==> config.mk <==
export PLATFORM = sky130hd
export DESIGN_NAME = disk_request_scheduler
export DESIGN_NICKNAME = d
export VERILOG_FILES = /design/src/design/drs_pkg.sv /design/src/design/drs_ram.sv /design/src/design/drs_front.sv /design/src/design/drs_back.sv /design/src/design/disk_request_scheduler.sv
export SDC_FILE = /design/constraint.sdc
export NUM_CORES = 1
export LEC_CHECK = 0
export BUFFER_PORTS_ARGS = -buffer_cell sky130_fd_sc_hd__buf_2
export CORE_ASPECT_RATIO = 1.1
export CORE_MARGIN = 3
export CORE_UTILIZATION = 33
export DETAILED_ROUTE_END_ITERATION = 7
export PLACE_DENSITY = 0.52
export SLEW_MARGIN = 20
export SYNTH_ARGS = -nofsm -noshare
export SYNTH_HDL_FRONTEND = slang
export SYNTH_SLANG_ARGS = --single-unit
export TNS_END_PERCENT = 30
==> constraint.sdc <==
create_clock -name clk -period 19.15 [get_ports clk]
set_clock_uncertainty 0.2 [all_clocks]
set_input_delay 0.9575 -clock clk [delete_from_list [all_inputs] [get_ports clk]]
set_output_delay 0.9575 -clock clk [all_outputs]
set_load 0.02 [all_outputs]
==> src/design/drs_pkg.sv <==
package drs_pkg;

  localparam int QUEUE_DEPTH_DEF = 16;
  localparam int BLOCK_BITS_DEF  = 16;
  localparam int TAG_W           = 8;
  localparam int NB_W            = 17;
  localparam int POL_W           = 2;
  localparam int ST_W            = 2;
  localparam int CFG_IDX_W       = 1;
  localparam int SEEK_W          = 32;

  localparam logic [POL_W-1:0] POL_FCFS  = 2'd0;
  localparam logic [POL_W-1:0] POL_SSTF  = 2'd1;
  localparam logic [POL_W-1:0] POL_CSCAN = 2'd2;

  localparam logic [ST_W-1:0] ST_OK    = 2'd0;
  localparam logic [ST_W-1:0] ST_RANGE = 2'd1;
  localparam logic [ST_W-1:0] ST_FULL  = 2'd2;

  localparam logic [CFG_IDX_W-1:0] CFG_POLICY     = 1'b0;
  localparam logic [CFG_IDX_W-1:0] CFG_NUM_BLOCKS = 1'b1;

  localparam logic [POL_W-1:0] POLICY_RST     = POL_CSCAN;
  localparam logic [NB_W-1:0]  NUM_BLOCKS_RST = 17'h10000;

  typedef enum logic [1:0] {
    CMD_ENQ,
    CMD_RANGE,
    CMD_DONE
  } cmd_kind_t;

  typedef struct packed {
    cmd_kind_t         kind;
    logic              write;
    logic [TAG_W-1:0]  tag;
  } cmd_ctl_t;

  typedef struct packed {
    logic              done_valid;
    logic [TAG_W-1:0]  done_tag;
    logic              issue_valid;
    logic              issue_write;
    logic [TAG_W-1:0]  issue_tag;
    logic [ST_W-1:0]   status;
  } res_ctl_t;

endpackage

==> src/design/drs_ram.sv <==
module drs_ram #(
  parameter int WIDTH = 8,
  parameter int DEPTH = 16
) (
  input  logic                     clk,
  input  logic                     we,
  input  logic [$clog2(DEPTH)-1:0] waddr,
  input  logic [WIDTH-1:0]         wdata,
  input  logic [$clog2(DEPTH)-1:0] raddr,
  output logic [WIDTH-1:0]         rdata
);

  logic [WIDTH-1:0] mem_r [DEPTH];

  always_ff @(posedge clk) begin
    if (we) begin
      mem_r[waddr] <= wdata;
    end
    rdata <= mem_r[raddr];
  end

endmodule

==> src/design/drs_front.sv <==
module drs_front import drs_pkg::*; #(
  parameter int BLOCK_BITS = BLOCK_BITS_DEF
) (
  input  logic                  clk,
  input  logic                  rst_n,
  input  logic                  start,
  output logic                  busy,
  input  logic                  in_mode,
  input  logic [BLOCK_BITS-1:0] in_req_block,
  input  logic                  in_req_write,
  input  logic [TAG_W-1:0]      in_req_tag,
  input  logic [NB_W-1:0]       num_blocks,
  output logic                  cmd_valid,
  output cmd_ctl_t              cmd_ctl,
  output logic [BLOCK_BITS-1:0] cmd_block,
  input  logic                  cmd_pop
);

  localparam int CMPW = (BLOCK_BITS > NB_W) ? BLOCK_BITS : NB_W;

  cmd_ctl_t              q_ctl_r [2];
  logic [BLOCK_BITS-1:0] q_blk_r [2];
  logic                  wr_ptr_r;
  logic                  rd_ptr_r;
  logic [1:0]            cnt_r;
  logic [1:0]            cnt_nxt;
  logic                  push;
  logic                  in_range;
  cmd_ctl_t              cls;

  assign busy      = (cnt_r == 2'd2);
  assign push      = start && !busy;
  assign cmd_valid = (cnt_r != 2'd0);
  assign cmd_ctl   = q_ctl_r[rd_ptr_r];
  assign cmd_block = q_blk_r[rd_ptr_r];

  // range check against the disk size, done once on the way in
  assign in_range = CMPW'(in_req_block) < CMPW'(num_blocks);

  always_comb begin
    cls.write = in_req_write;
    cls.tag   = in_req_tag;
    if (in_mode) begin
      cls.kind = CMD_DONE;
    end else if (in_range) begin
      cls.kind = CMD_ENQ;
    end else begin
      cls.kind = CMD_RANGE;
    end
  end

  assign cnt_nxt = cnt_r + 2'(push) - 2'(cmd_pop);

  always_ff @(posedge clk) begin
    if (!rst_n) begin
      wr_ptr_r <= 1'b0;
      rd_ptr_r <= 1'b0;
      cnt_r    <= 2'd0;
    end else begin
      if (push) begin
        wr_ptr_r <= ~wr_ptr_r;
      end
      if (cmd_pop) begin
        rd_ptr_r <= ~rd_ptr_r;
      end
      cnt_r <= cnt_nxt;
    end
  end

  always_ff @(posedge clk) begin
    if (push) begin
      q_ctl_r[wr_ptr_r] <= cls;
      q_blk_r[wr_ptr_r] <= in_req_block;
    end
  end

endmodule

==> src/design/drs_back.sv <==
module drs_back import drs_pkg::*; #(
  parameter int QUEUE_DEPTH = QUEUE_DEPTH_DEF,
  parameter int BLOCK_BITS  = BLOCK_BITS_DEF
) (
  input  logic                  clk,
  input  logic                  rst_n,
  input  logic                  cmd_valid,
  input  cmd_ctl_t              cmd_ctl,
  input  logic [BLOCK_BITS-1:0] cmd_block,
  output logic                  cmd_pop,
  input  logic [POL_W-1:0]      policy,
  input  logic [NB_W-1:0]       num_blocks,
  output logic                  out_valid,
  output res_ctl_t              res,
  output logic [BLOCK_BITS-1:0] res_block,
  output logic [SEEK_W-1:0]     seek_total
);

  localparam int AW   = $clog2(QUEUE_DEPTH);
  localparam int CNTW = $clog2(QUEUE_DEPTH + 1);
  localparam int EW   = BLOCK_BITS + 1 + TAG_W;
  localparam int CMPW = (BLOCK_BITS > NB_W) ? BLOCK_BITS : NB_W;
  localparam int SUMW = ((CMPW > SEEK_W) ? CMPW : SEEK_W) + 1;

  typedef enum logic [2:0] {
    S_IDLE,
    S_DECIDE,
    S_SCAN,
    S_COST,
    S_ACC,
    S_MOVE
  } state_t;

  state_t                state_r, state_nxt;
  logic [CNTW-1:0]       count_r, count_nxt;
  logic                  dbusy_r, dbusy_nxt;
  logic [BLOCK_BITS-1:0] flight_blk_r, flight_blk_nxt;
  logic [TAG_W-1:0]      flight_tag_r, flight_tag_nxt;
  logic [BLOCK_BITS-1:0] head_r, head_nxt;
  logic [SEEK_W-1:0]     acc_r, acc_nxt;
  logic [AW-1:0]         idx_r, idx_nxt;
  logic [AW-1:0]         best_idx_r, best_idx_nxt;
  logic [BLOCK_BITS-1:0] best_blk_r, best_blk_nxt;
  logic                  best_wr_r, best_wr_nxt;
  logic [TAG_W-1:0]      best_tag_r, best_tag_nxt;
  logic [BLOCK_BITS-1:0] best_dist_r, best_dist_nxt;
  logic                  best_above_r, best_above_nxt;
  logic [CMPW-1:0]       cost_r, cost_nxt;
  res_ctl_t              res_r, res_nxt;
  logic [BLOCK_BITS-1:0] res_blk_r, res_blk_nxt;
  logic                  out_valid_r, out_valid_nxt;

  logic                  ram_we;
  logic [AW-1:0]         ram_waddr;
  logic [EW-1:0]         ram_wdata;
  logic [AW-1:0]         ram_raddr;
  logic [EW-1:0]         ram_rdata;

  logic [BLOCK_BITS-1:0] rd_blk;
  logic                  rd_wr;
  logic [TAG_W-1:0]      rd_tag;
  logic [BLOCK_BITS-1:0] rd_dist;
  logic                  rd_above;
  logic                  better;
  logic [CMPW:0]         wrap_base;
  logic [CMPW:0]         head_ext;
  logic [CMPW-1:0]       cost_calc;
  logic [SUMW-1:0]       acc_sum;
  logic [CNTW-1:0]       next_idx;
  logic [CNTW-1:0]       skip_idx;

  drs_ram #(
    .WIDTH (EW),
    .DEPTH (QUEUE_DEPTH)
  ) u_table (
    .clk   (clk),
    .we    (ram_we),
    .waddr (ram_waddr),
    .wdata (ram_wdata),
    .raddr (ram_raddr),
    .rdata (ram_rdata)
  );

  assign rd_blk   = ram_rdata[EW-1 -: BLOCK_BITS];
  assign rd_wr    = ram_rdata[TAG_W];
  assign rd_tag   = ram_rdata[TAG_W-1:0];
  assign rd_above = (rd_blk >= head_r);
  assign rd_dist  = rd_above ? (rd_blk - head_r) : (head_r - rd_blk);

  // candidate beats the best so far; strict compares keep the oldest on ties
  always_comb begin
    priority case (policy)
      POL_FCFS: better = 1'b0;
      POL_SSTF: better = (rd_dist < best_dist_r);
      default:  better = (rd_above && !best_above_r) ||
                         ((rd_above == best_above_r) && (rd_blk < best_blk_r));
    endcase
  end

  // wrap-around cost for circular scan, floored at zero
  assign wrap_base = (CMPW+1)'(num_blocks) + (CMPW+1)'(best_blk_r);
  assign head_ext  = (CMPW+1)'(head_r);

  always_comb begin
    priority case (policy)
      POL_FCFS, POL_SSTF: cost_calc = CMPW'(best_dist_r);
      default: begin
        if (best_above_r) begin
          cost_calc = CMPW'(best_dist_r);
        end else if (wrap_base >= head_ext) begin
          cost_calc = CMPW'(wrap_base - head_ext);
        end else begin
          cost_calc = '0;
        end
      end
    endcase
  end

  assign acc_sum  = SUMW'(acc_r) + SUMW'(cost_r);
  assign next_idx = CNTW'(best_idx_r) + CNTW'(1);
  assign skip_idx = CNTW'(idx_r) + CNTW'(2);

  always_comb begin
    state_nxt      = state_r;
    count_nxt      = count_r;
    dbusy_nxt      = dbusy_r;
    flight_blk_nxt = flight_blk_r;
    flight_tag_nxt = flight_tag_r;
    head_nxt       = head_r;
    acc_nxt        = acc_r;
    idx_nxt        = idx_r;
    best_idx_nxt   = best_idx_r;
    best_blk_nxt   = best_blk_r;
    best_wr_nxt    = best_wr_r;
    best_tag_nxt   = best_tag_r;
    best_dist_nxt  = best_dist_r;
    best_above_nxt = best_above_r;
    cost_nxt       = cost_r;
    res_nxt        = res_r;
    res_blk_nxt    = res_blk_r;
    out_valid_nxt  = 1'b0;
    cmd_pop        = 1'b0;
    ram_we         = 1'b0;
    ram_waddr      = count_r[AW-1:0];
    ram_wdata      = {cmd_block, cmd_ctl.write, cmd_ctl.tag};
    ram_raddr      = '0;

    unique case (state_r)
      S_IDLE: begin
        if (cmd_valid) begin
          cmd_pop     = 1'b1;
          res_nxt     = '0;
          res_blk_nxt = '0;
          case (cmd_ctl.kind)
            CMD_ENQ: begin
              if (count_r == CNTW'(QUEUE_DEPTH)) begin
                res_nxt.status = ST_FULL;
              end else begin
                ram_we    = 1'b1;
                count_nxt = count_r + CNTW'(1);
              end
            end
            CMD_RANGE: res_nxt.status = ST_RANGE;
            CMD_DONE: begin
              if (dbusy_r) begin
                res_nxt.done_valid = 1'b1;
                res_nxt.done_tag   = flight_tag_r;
                head_nxt           = flight_blk_r;
                dbusy_nxt          = 1'b0;
              end
            end
            default: res_nxt.status = ST_OK;
          endcase
          state_nxt = S_DECIDE;
        end
      end
      S_DECIDE: begin
        if (!dbusy_r && (count_r != '0)) begin
          ram_raddr = '0;
          idx_nxt   = '0;
          state_nxt = S_SCAN;
        end else begin
          out_valid_nxt = 1'b1;
          state_nxt     = S_IDLE;
        end
      end
      S_SCAN: begin
        // data for entry idx_r arrives while the next one is read
        ram_raddr = idx_r + AW'(1);
        if ((idx_r == '0) || better) begin
          best_idx_nxt   = idx_r;
          best_blk_nxt   = rd_blk;
          best_wr_nxt    = rd_wr;
          best_tag_nxt   = rd_tag;
          best_dist_nxt  = rd_dist;
          best_above_nxt = rd_above;
        end
        if (CNTW'(idx_r) == count_r - CNTW'(1)) begin
          state_nxt = S_COST;
        end else begin
          idx_nxt = idx_r + AW'(1);
        end
      end
      S_COST: begin
        cost_nxt  = cost_calc;
        state_nxt = S_ACC;
      end
      S_ACC: begin
        if (acc_sum >= SUMW'({SEEK_W{1'b1}})) begin
          acc_nxt = '1;
        end else begin
          acc_nxt = acc_sum[SEEK_W-1:0];
        end
        res_nxt.issue_valid = 1'b1;
        res_nxt.issue_write = best_wr_r;
        res_nxt.issue_tag   = best_tag_r;
        res_blk_nxt         = best_blk_r;
        flight_blk_nxt      = best_blk_r;
        flight_tag_nxt      = best_tag_r;
        dbusy_nxt           = 1'b1;
        if (next_idx < count_r) begin
          ram_raddr = AW'(next_idx);
          idx_nxt   = best_idx_r;
          state_nxt = S_MOVE;
        end else begin
          count_nxt     = count_r - CNTW'(1);
          out_valid_nxt = 1'b1;
          state_nxt     = S_IDLE;
        end
      end
      S_MOVE: begin
        // close the gap: entry idx_r+1 moves down to idx_r
        ram_we    = 1'b1;
        ram_waddr = idx_r;
        ram_wdata = ram_rdata;
        if (skip_idx >= count_r) begin
          count_nxt     = count_r - CNTW'(1);
          out_valid_nxt = 1'b1;
          state_nxt     = S_IDLE;
        end else begin
          ram_raddr = AW'(skip_idx);
          idx_nxt   = idx_r + AW'(1);
        end
      end
      default: state_nxt = S_IDLE;
    endcase
  end

  always_ff @(posedge clk) begin
    if (!rst_n) begin
      state_r      <= S_IDLE;
      count_r      <= '0;
      dbusy_r      <= 1'b0;
      flight_blk_r <= '0;
      flight_tag_r <= '0;
      head_r       <= '0;
      acc_r        <= '0;
      out_valid_r  <= 1'b0;
    end else begin
      state_r      <= state_nxt;
      count_r      <= count_nxt;
      dbusy_r      <= dbusy_nxt;
      flight_blk_r <= flight_blk_nxt;
      flight_tag_r <= flight_tag_nxt;
      head_r       <= head_nxt;
      acc_r        <= acc_nxt;
      out_valid_r  <= out_valid_nxt;
      idx_r        <= idx_nxt;
      best_idx_r   <= best_idx_nxt;
      best_blk_r   <= best_blk_nxt;
      best_wr_r    <= best_wr_nxt;
      best_tag_r   <= best_tag_nxt;
      best_dist_r  <= best_dist_nxt;
      best_above_r <= best_above_nxt;
      cost_r       <= cost_nxt;
      res_r        <= res_nxt;
      res_blk_r    <= res_blk_nxt;
    end
  end

  assign out_valid  = out_valid_r;
  assign res        = res_r;
  assign res_block  = res_blk_r;
  assign seek_total = acc_r;

endmodule

==> src/design/disk_request_scheduler.sv <==
// disk request scheduler
// input channel: a command is taken at a clock edge with start high and busy low.
// in_mode 0 enqueues a request (in_req_block, in_req_write, in_req_tag), in_mode 1
// reports that the request in flight has finished. a two-entry command queue sits
// between the intake and the scheduler, so busy only rises when both slots are taken.
// result channel: every command gives exactly one result, shown for one cycle with
// out_valid high; the receiver cannot hold it off. out_status reports range or
// table-full rejection, out_done_* the completed request and out_issue_* the request
// sent to the disk, with the running seek total on out_seek_total.
// sequencing: a command that issues nothing is answered straight from the decide step;
// one that issues first scans the pending table (one entry per cycle from its memory's
// single read port), then computes and accumulates the seek cost, and then closes the
// gap behind the issued entry by moving each later entry down one slot.
// reset: table empty, disk idle, head at block 0, seek total zero, policy circular scan,
// disk size 65536 blocks. the user must write configuration through cfg_we/cfg_index/
// cfg_data only while no command is outstanding; the block itself does not enforce this.
module disk_request_scheduler import drs_pkg::*; #(
  parameter int QUEUE_DEPTH = QUEUE_DEPTH_DEF,
  parameter int BLOCK_BITS  = BLOCK_BITS_DEF
) (
  input  logic                  clk,
  input  logic                  rst_n,
  input  logic                  start,
  output logic                  busy,
  input  logic                  in_mode,
  input  logic [BLOCK_BITS-1:0] in_req_block,
  input  logic                  in_req_write,
  input  logic [TAG_W-1:0]      in_req_tag,
  output logic                  out_valid,
  output logic                  out_done_valid,
  output logic [TAG_W-1:0]      out_done_tag,
  output logic                  out_issue_valid,
  output logic [BLOCK_BITS-1:0] out_issue_block,
  output logic                  out_issue_write,
  output logic [TAG_W-1:0]      out_issue_tag,
  output logic [ST_W-1:0]       out_status,
  output logic [SEEK_W-1:0]     out_seek_total,
  input  logic                  cfg_we,
  input  logic [CFG_IDX_W-1:0]  cfg_index,
  input  logic [NB_W-1:0]       cfg_data
);

  logic [POL_W-1:0]      policy_r;
  logic [NB_W-1:0]       num_blocks_r;
  logic                  cmd_valid;
  cmd_ctl_t              cmd_ctl;
  logic [BLOCK_BITS-1:0] cmd_block;
  logic                  cmd_pop;
  res_ctl_t              res;
  logic [BLOCK_BITS-1:0] res_block;

  always_ff @(posedge clk) begin
    if (!rst_n) begin
      policy_r     <= POLICY_RST;
      num_blocks_r <= NUM_BLOCKS_RST;
    end else if (cfg_we) begin
      unique case (cfg_index)
        CFG_POLICY:     policy_r     <= cfg_data[POL_W-1:0];
        CFG_NUM_BLOCKS: num_blocks_r <= cfg_data;
      endcase
    end
  end

  drs_front #(
    .BLOCK_BITS (BLOCK_BITS)
  ) u_front (
    .clk          (clk),
    .rst_n        (rst_n),
    .start        (start),
    .busy         (busy),
    .in_mode      (in_mode),
    .in_req_block (in_req_block),
    .in_req_write (in_req_write),
    .in_req_tag   (in_req_tag),
    .num_blocks   (num_blocks_r),
    .cmd_valid    (cmd_valid),
    .cmd_ctl      (cmd_ctl),
    .cmd_block    (cmd_block),
    .cmd_pop      (cmd_pop)
  );

  drs_back #(
    .QUEUE_DEPTH (QUEUE_DEPTH),
    .BLOCK_BITS  (BLOCK_BITS)
  ) u_back (
    .clk        (clk),
    .rst_n      (rst_n),
    .cmd_valid  (cmd_valid),
    .cmd_ctl    (cmd_ctl),
    .cmd_block  (cmd_block),
    .cmd_pop    (cmd_pop),
    .policy     (policy_r),
    .num_blocks (num_blocks_r),
    .out_valid  (out_valid),
    .res        (res),
    .res_block  (res_block),
    .seek_total (out_seek_total)
  );

  assign out_done_valid  = res.done_valid;
  assign out_done_tag    = res.done_tag;
  assign out_issue_valid = res.issue_valid;
  assign out_issue_block = res_block;
  assign out_issue_write = res.issue_write;
  assign out_issue_tag   = res.issue_tag;
  assign out_status      = res.status;

  // results never come back to back
  assert property (@(posedge clk) disable iff (!rst_n) out_valid |=> !out_valid)
    else $error("result strobe on consecutive cycles");

  // the seek total only grows, it saturates rather than wraps
  assert property (@(posedge clk) disable iff (!rst_n)
    $past(rst_n) |-> out_seek_total >= $past(out_seek_total))
    else $error("seek total went down");

  // a full table means the disk is busy, so a full rejection neither completes nor issues
  assert property (@(posedge clk) disable iff (!rst_n)
    (out_valid && out_status == ST_FULL) |-> (!out_issue_valid && !out_done_valid))
    else $error("issue or completion alongside a table-full rejection");

  // completions are never rejected
  assert property (@(posedge clk) disable iff (!rst_n)
    (out_valid && out_done_valid) |-> out_status == ST_OK)
    else $error("completion carries a rejection status");

endmodule
Yosys cells after proc, flatten, opt, wreduce, memory -nomap -nowiden
Memories as Yosys holds them, arrays and structs flattened. A register that Yosys moved wholly into a read port is not among the register bits.
Index checks and enable logic that the tools add are counted.
{ "word_totals": {"elab_cells": 169, "ramBits": 454, "output_inout_bits": 71, "mem_count": 3, "register_bits": 209} }
{ "classes": {"muxes": 58, "n_bitwise": 4, "reduce_logical": 32, "add_sub_neg": 12, "magnitude_cmp": 8, "n_eq_ne": 23} }
{ "mem_list": {"columns": ["memory", "depth", "word_bits", "read_ports", "rd_ports_with_merged_regs", "wr", "line_no", "source"], "rows": [
  ["u_back.u_table.mem_r", 16, 25, 1, 1, 1, "drs_ram.sv:13", "logic [WIDTH-1:0] mem_r [DEPTH];"],
  ["u_front.q_blk_r", 2, 16, 1, 1, 1, "drs_front.sv:22", "logic [BLOCK_BITS-1:0] q_blk_r [2];"],
  ["u_front.q_ctl_r", 2, 11, 1, 1, 1, "drs_front.sv:21", "cmd_ctl_t q_ctl_r [2];"]
]} }
{ "op_table": {"columns": ["operator", "n"], "rows": [
  ["16-bit two-way mux", 5],
  ["32-bit by 17-bit adder with 33-bit output", 1],
  ["33-bit by 32-bit greater-or-equal comparator with 1-bit output (second input constant)", 1],
  ["16-bit < comparator", 2],
  ["32-bit two-way mux", 1],
  ["16-bit case mux with 2 select lines", 1],
  ["16-bit subtractor", 2],
  ["4-bit two-way mux", 7],
  ["25-bit two-way mux", 1],
  ["5-bit two-way mux", 5],
  ["10-bit case mux with 2 select lines", 1],
  ["1-bit two-way mux", 19],
  ["17-bit by 16-bit adder with 18-bit output", 1],
  ["18-bit by 16-bit greater-or-equal comparator with 1-bit output", 1],
  ["3-bit case mux with 6 select lines", 1],
  ["16-bit by 17-bit < comparator with 1-bit output", 1],
  ["17-bit by 16-bit subtractor with 17-bit output", 1],
  ["16-bit greater-or-equal comparator", 1],
  ["4-bit case mux with 4 select lines", 1],
  ["5-bit case mux with 3 select lines", 1],
  ["3-bit AND reduction", 5],
  ["2-bit inequality test (second input constant)", 7],
  ["12-bit two-way mux", 1],
  ["3-bit two-way mux", 4],
  ["other kinds (40)", 66]
]} }

Longest topological paths before layout
{ "logic_depth": {"word_depth": 7, "depth_mapped": 24} }

By module
From an unflattened synthesis, not the netlist that was laid out.
{ "hier_totals": {"hier_cells": 2324, "area_unflattened_um2": 31522.7} }
{ "by_module_without_submodules": {"columns": ["module", "area_each_um2", "cells_per_inst", "instances"], "rows": [
  ["drs_ram", 15551.2, 660, 1],
  ["drs_back", 12595.8, 1418, 1],
  ["drs_front", 2570.0, 159, 1],
  ["disk_request_scheduler", 805.8, 87, 1]
]} }

Worst setup path before layout
OpenSTA, ideal clock, no wires.
{ "synth_path": {"kind": "reg-to-reg", "start": "register u_back.u_table.rdata[13], read port of u_back.u_table.mem_r", "end": "register u_back.best_above_r (enable)", "t_arrival_ns": 5.799, "n_path_buf": 3, "period_less_slack_ns": 6.462, "stages_incl_launch_ff": 24, "setup_ns": 0.462, "path_slack_ns": 12.688, "required_time_ns": 18.488, "path_cell_list": "dfxtp_1 -> inv_1 -> ha_1 -> clkbuf_1 -> a21oi_1 -> o211ai_1 -> a31oi_1 -> a21oi_1 -> nor4_1 -> o21a_1 -> buf_1 -> clkbuf_1 -> mux2_2 -> ha_1 -> a21boi_0 -> o21a_1 -> o21a_1 -> o21a_1 -> o21a_1 -> o21ai_0 -> nand2b_1 -> a21oi_1 -> o221ai_1 -> o211ai_1"} }
{ "synth_via": {"elab_cells_between_ends": 13} }
{ "synth_lines": {"columns": ["item", "line_no", "source"], "rows": [
  ["start: declaration", "drs_ram.sv:10", "output logic [WIDTH-1:0] rdata"],
  ["16-bit greater-or-equal comparator", "drs_back.sv:87", "assign rd_above = (rd_blk >= head_r);"],
  ["16-bit two-way mux", "drs_back.sv:88", "assign rd_dist = rd_above ? (rd_blk - head_r) : (head_r - rd_blk);"],
  ["via u_back.rd_dist[1]", "drs_back.sv:62", "logic [BLOCK_BITS-1:0] rd_dist;"],
  ["16-bit < comparator", "drs_back.sv:94", "POL_SSTF: better = (rd_dist < best_dist_r);"],
  ["1-bit case mux with 2 select lines", "drs_back.sv:92", "priority case (policy)"],
  ["1-bit logical OR", "drs_back.sv:190", "if ((idx_r == '0) || better) begin"],
  ["3-bit AND reduction (no source line)", null, null],
  ["end signal: assignment", "drs_back.sv:274", "best_above_r <= best_above_nxt;"],
  ["end: declaration", "drs_back.sv:47", "logic best_above_r, best_above_nxt;"]
]} }
The timed path passes the listed nets, and every way through them passes these cells.
A chain may end at the register's enable or synchronous reset.

Final worst setup path
{ "layout_path": {"start": "register u_back.u_table.rdata[13], read port of u_back.u_table.mem_r", "end": "register u_back.best_tag_r[1] (enable)"} }
{ "layout_via": {"elab_cells_between_ends": 13} }
{ "layout_lines": {"columns": ["item", "line_no", "source"], "rows": [
  ["16-bit greater-or-equal comparator", "drs_back.sv:87", null],
  ["16-bit two-way mux", "drs_back.sv:88", null],
  ["via u_back.rd_dist[1]", "drs_back.sv:62", null],
  ["16-bit < comparator", "drs_back.sv:94", null],
  ["1-bit case mux with 2 select lines", "drs_back.sv:92", null],
  ["1-bit logical OR", "drs_back.sv:190", null],
  ["3-bit AND reduction (no source line)", null, null],
  ["end signal: assignment", "drs_back.sv:272", "best_tag_r <= best_tag_nxt;"],
  ["end: declaration", "drs_back.sv:45", "logic [TAG_W-1:0] best_tag_r, best_tag_nxt;"]
]} }
The timed path passes the listed nets, and every way through them passes these cells.

==> results.ini <==
[cts]
cts_setup_buffers=0
clk_pin_slew_ps=60
htreeDepth=3
hold_buffers=0
clock_latency_ps=630
clockBufferDepth=3
cts_resized=0
cts.sinks=689
cts_root_buffer=clkbuf_16
cts_tree=done
cts_made_buffers=77

[final_layout]
regArea_um2=19400
final_common_cell=edfxtp_1
layout_common_cells=558 x edfxtp_1, 380 x nand2_1, 178 x a21oi_1, 151 x inv_1, 143 x ha_1
nFillCells=9251
synthToLayoutAreaGrowth_pct=14.9
drive_gt1_frac=0.113
final_net_count=3061
multi_input_area_um2=11800

[route]
drt_wl_total_mm=94.0
drt-initial-drc-count=1728
remaining_drc_errors=0
postRouteAntennaNets=0
via_count=22060
dr.pass1.iters=5
vias_per_cell=5.25
wl_per_cell_um=22.4

[power_and_ir_drop]
fin_total_pwr_uw=4310
ir_drop_mv=0.0636
cellPowerDensity_nw_per_um2=117
p_leak_uw=0.0135

[grt]
antenna_found_initial=5
grt_usage=0.183
grt_pass1_wl_mm=139
grt_pass1_vias=21683
grt_max_degree=177
grt-ovfl-total=0

[timing]
finalHoldViolCount=0
fmax_ghz=0.158
slew-limit-headroom=0.268
period_share=0.331
setup_viol=0
drv_slew=0
period_needed_ps=6340
worst_pin_slew_ps=1100
rsz0062_at_grt=false
setup_tns_ps=0

[worst_setup_path]
worstSetupStartpointType=flip-flop
critPathRequiredTime_ps=19220
worstPathArrival_ps=6420
reg2reg_slack_ps=12810
crit_fanout=30
rr_worst_depth=21
crit_type=reg -> reg
crit_path_end_kind=flip-flop

[floorplanning]
coreArea_um2=96000
die_height_um=333
die_w_um=303
dieArea_um2=101000
pin_count=119
start_util=0.333
core.rowCount=119

[run_status]
status=finished, final reports clean

[logic_synthesis]
netlist_top_cells_area=edfxtp_1 52%, dfxtp_1 8.2%, ha_1 5.6%
synth.distinct_cells=71
ys_ff_latch=689
yosysTopAreaCell=edfxtp_1
synthesis.nets=2957
synth_edf_count=558
synth.top_cell.area_share=0.524
yosys_warnings=0
synth-main-ff-cell=edfxtp_1
syn_area_per_cell_um2=11.6
async_flop_share=0
synth_area_um2=32000
synth_seq_area_share=0.605
synthCells=2761

[placed_design]
gp_congestion=0.888
hpwl_mm=61.4
io_buffers=118

[flow_run]
maxCapViolations=0

[hold_path]
hold_path_class=reg -> reg
holdPathStages=2

[where the power goes]
part	leakage [µW]	internal, µW	total (µW)	switching [µW]
Combinational	0.00613	332	945	613
Clock	0.00123	850	1460	612
Sequential	0.00613	1820	1900	89.1
Total	0.0135	3000	4310	1310
[layer usage]
metal,wire (µm),up-vias,GRT usage
met5,0,-,0
met4,2100,0,0.0477
met3,4870,119,0.0253
met2,46800,597,0.320
met1,40200,11014,0.236
li1,-,10330,-
[worst paths after layout]
| check | to | startpoint |
|---|---|---|
| setup / recovery | u_back.best_tag_r[1]$_DFFE_PP_ | u_back.u_table.rdata[13]$_DFF_P_ |
| setup reg to reg | u_back.best_tag_r[1]$_DFFE_PP_ | u_back.u_table.rdata[13]$_DFF_P_ |
| hold / removal | u_back.head_r[0]$_SDFFE_PN0P_ | u_back.flight_blk_r[0]$_SDFFE_PN0P_ |
| hold reg to reg | u_back.head_r[0]$_SDFFE_PN0P_ | u_back.flight_blk_r[0]$_SDFFE_PN0P_ |
[cell usage after synthesis (all sizes together) (6+ instances only)]
cell	n
nand4	16
nor3b	7
and2	109
or3	13
inv	151
or2	6
buf	22
nor4	10
edfxtp	558
nor3	35
nor2b	20
a22o	14
o21ai	86
dfxtp	131
and3	26
a211oi	113
nand2b	11
clkbuf	116
xor2	26
mux2i	115
or4	8
a21oi	191
a21o	37
ha	143
a31oi	120
nand2	382
xnor2	43
o21bai	8
nor2	118
nand3	29
o21a	18
[flip-flops by register name (all words and copies together) (netlist names), 17 cells and up, named ones only]
register and cells:
u_back.seek_total 32, u_front.q_ctl_r 22, num_blocks_r 17, u_back.cost_r 17
u_back.res 21, u_back.u_table.mem_r 400, u_back.u_table.rdata 25, u_front.q_blk_r 32
[area by class of cell]
type	count	area share
diodes	1	0.0000681
clock buffers	104	0.0585
clock inverters	39	0.00983
inverters	154	0.0157
multi-input cells	1780	0.320
flip-flops and latches	689	0.527
well taps	1270	0.0432
repair buffers	163	0.0256
[cell families (layout without fill, tap and decap cells)]
group	after synthesis	after routing	synth area share
other	0	1	0
and+or+nand+nor	794	794	0.115
muxes	116	116	0.0363
DFF	689	689	0.605
AOI/OAI and AO/OA	653	653	0.131
xor gates and xnor gates	69	69	0.0189
buffers and inverters	292	460	0.0346
adders and majority gates	148	148	0.0590
[per-stage QoR]
step | worst slack, ps | area, µm² | std cells | utilization | hold slack [ps]
floorplan | 12690 | 32000 | 2761 | - | 209
global placement | 12870 | 34200 | 4056 | 0.356 | 235
detailed placement | 12830 | 34200 | 4056 | 0.356 | 234
CTS | 12800 | 36700 | 4199 | 0.382 | 249
global route | 12440 | 36800 | 4199 | 0.383 | 260
finish | 12810 | 36800 | 4200 | 0.383 | 251
[critical path: stages (launching register included)]
cell and delay (ps):
dfxtp_1 550, inv_1 90, ha_1 400, a21oi_1 350, o211ai_1 230, a31oi_1 260
a21oi_1 150, nor4_1 270, o21a_1 810, mux2_2 440, ha_1 270, a21boi_0 130
o21a_1 180, o21a_1 160, o21a_1 170, o21a_1 160, o21ai_0 160, nand2b_1 80
a21oi_1 200, o221ai_1 160, o211ai_1 130, buf_4 410
Note: power is estimated with default switching activity, not from simulation.
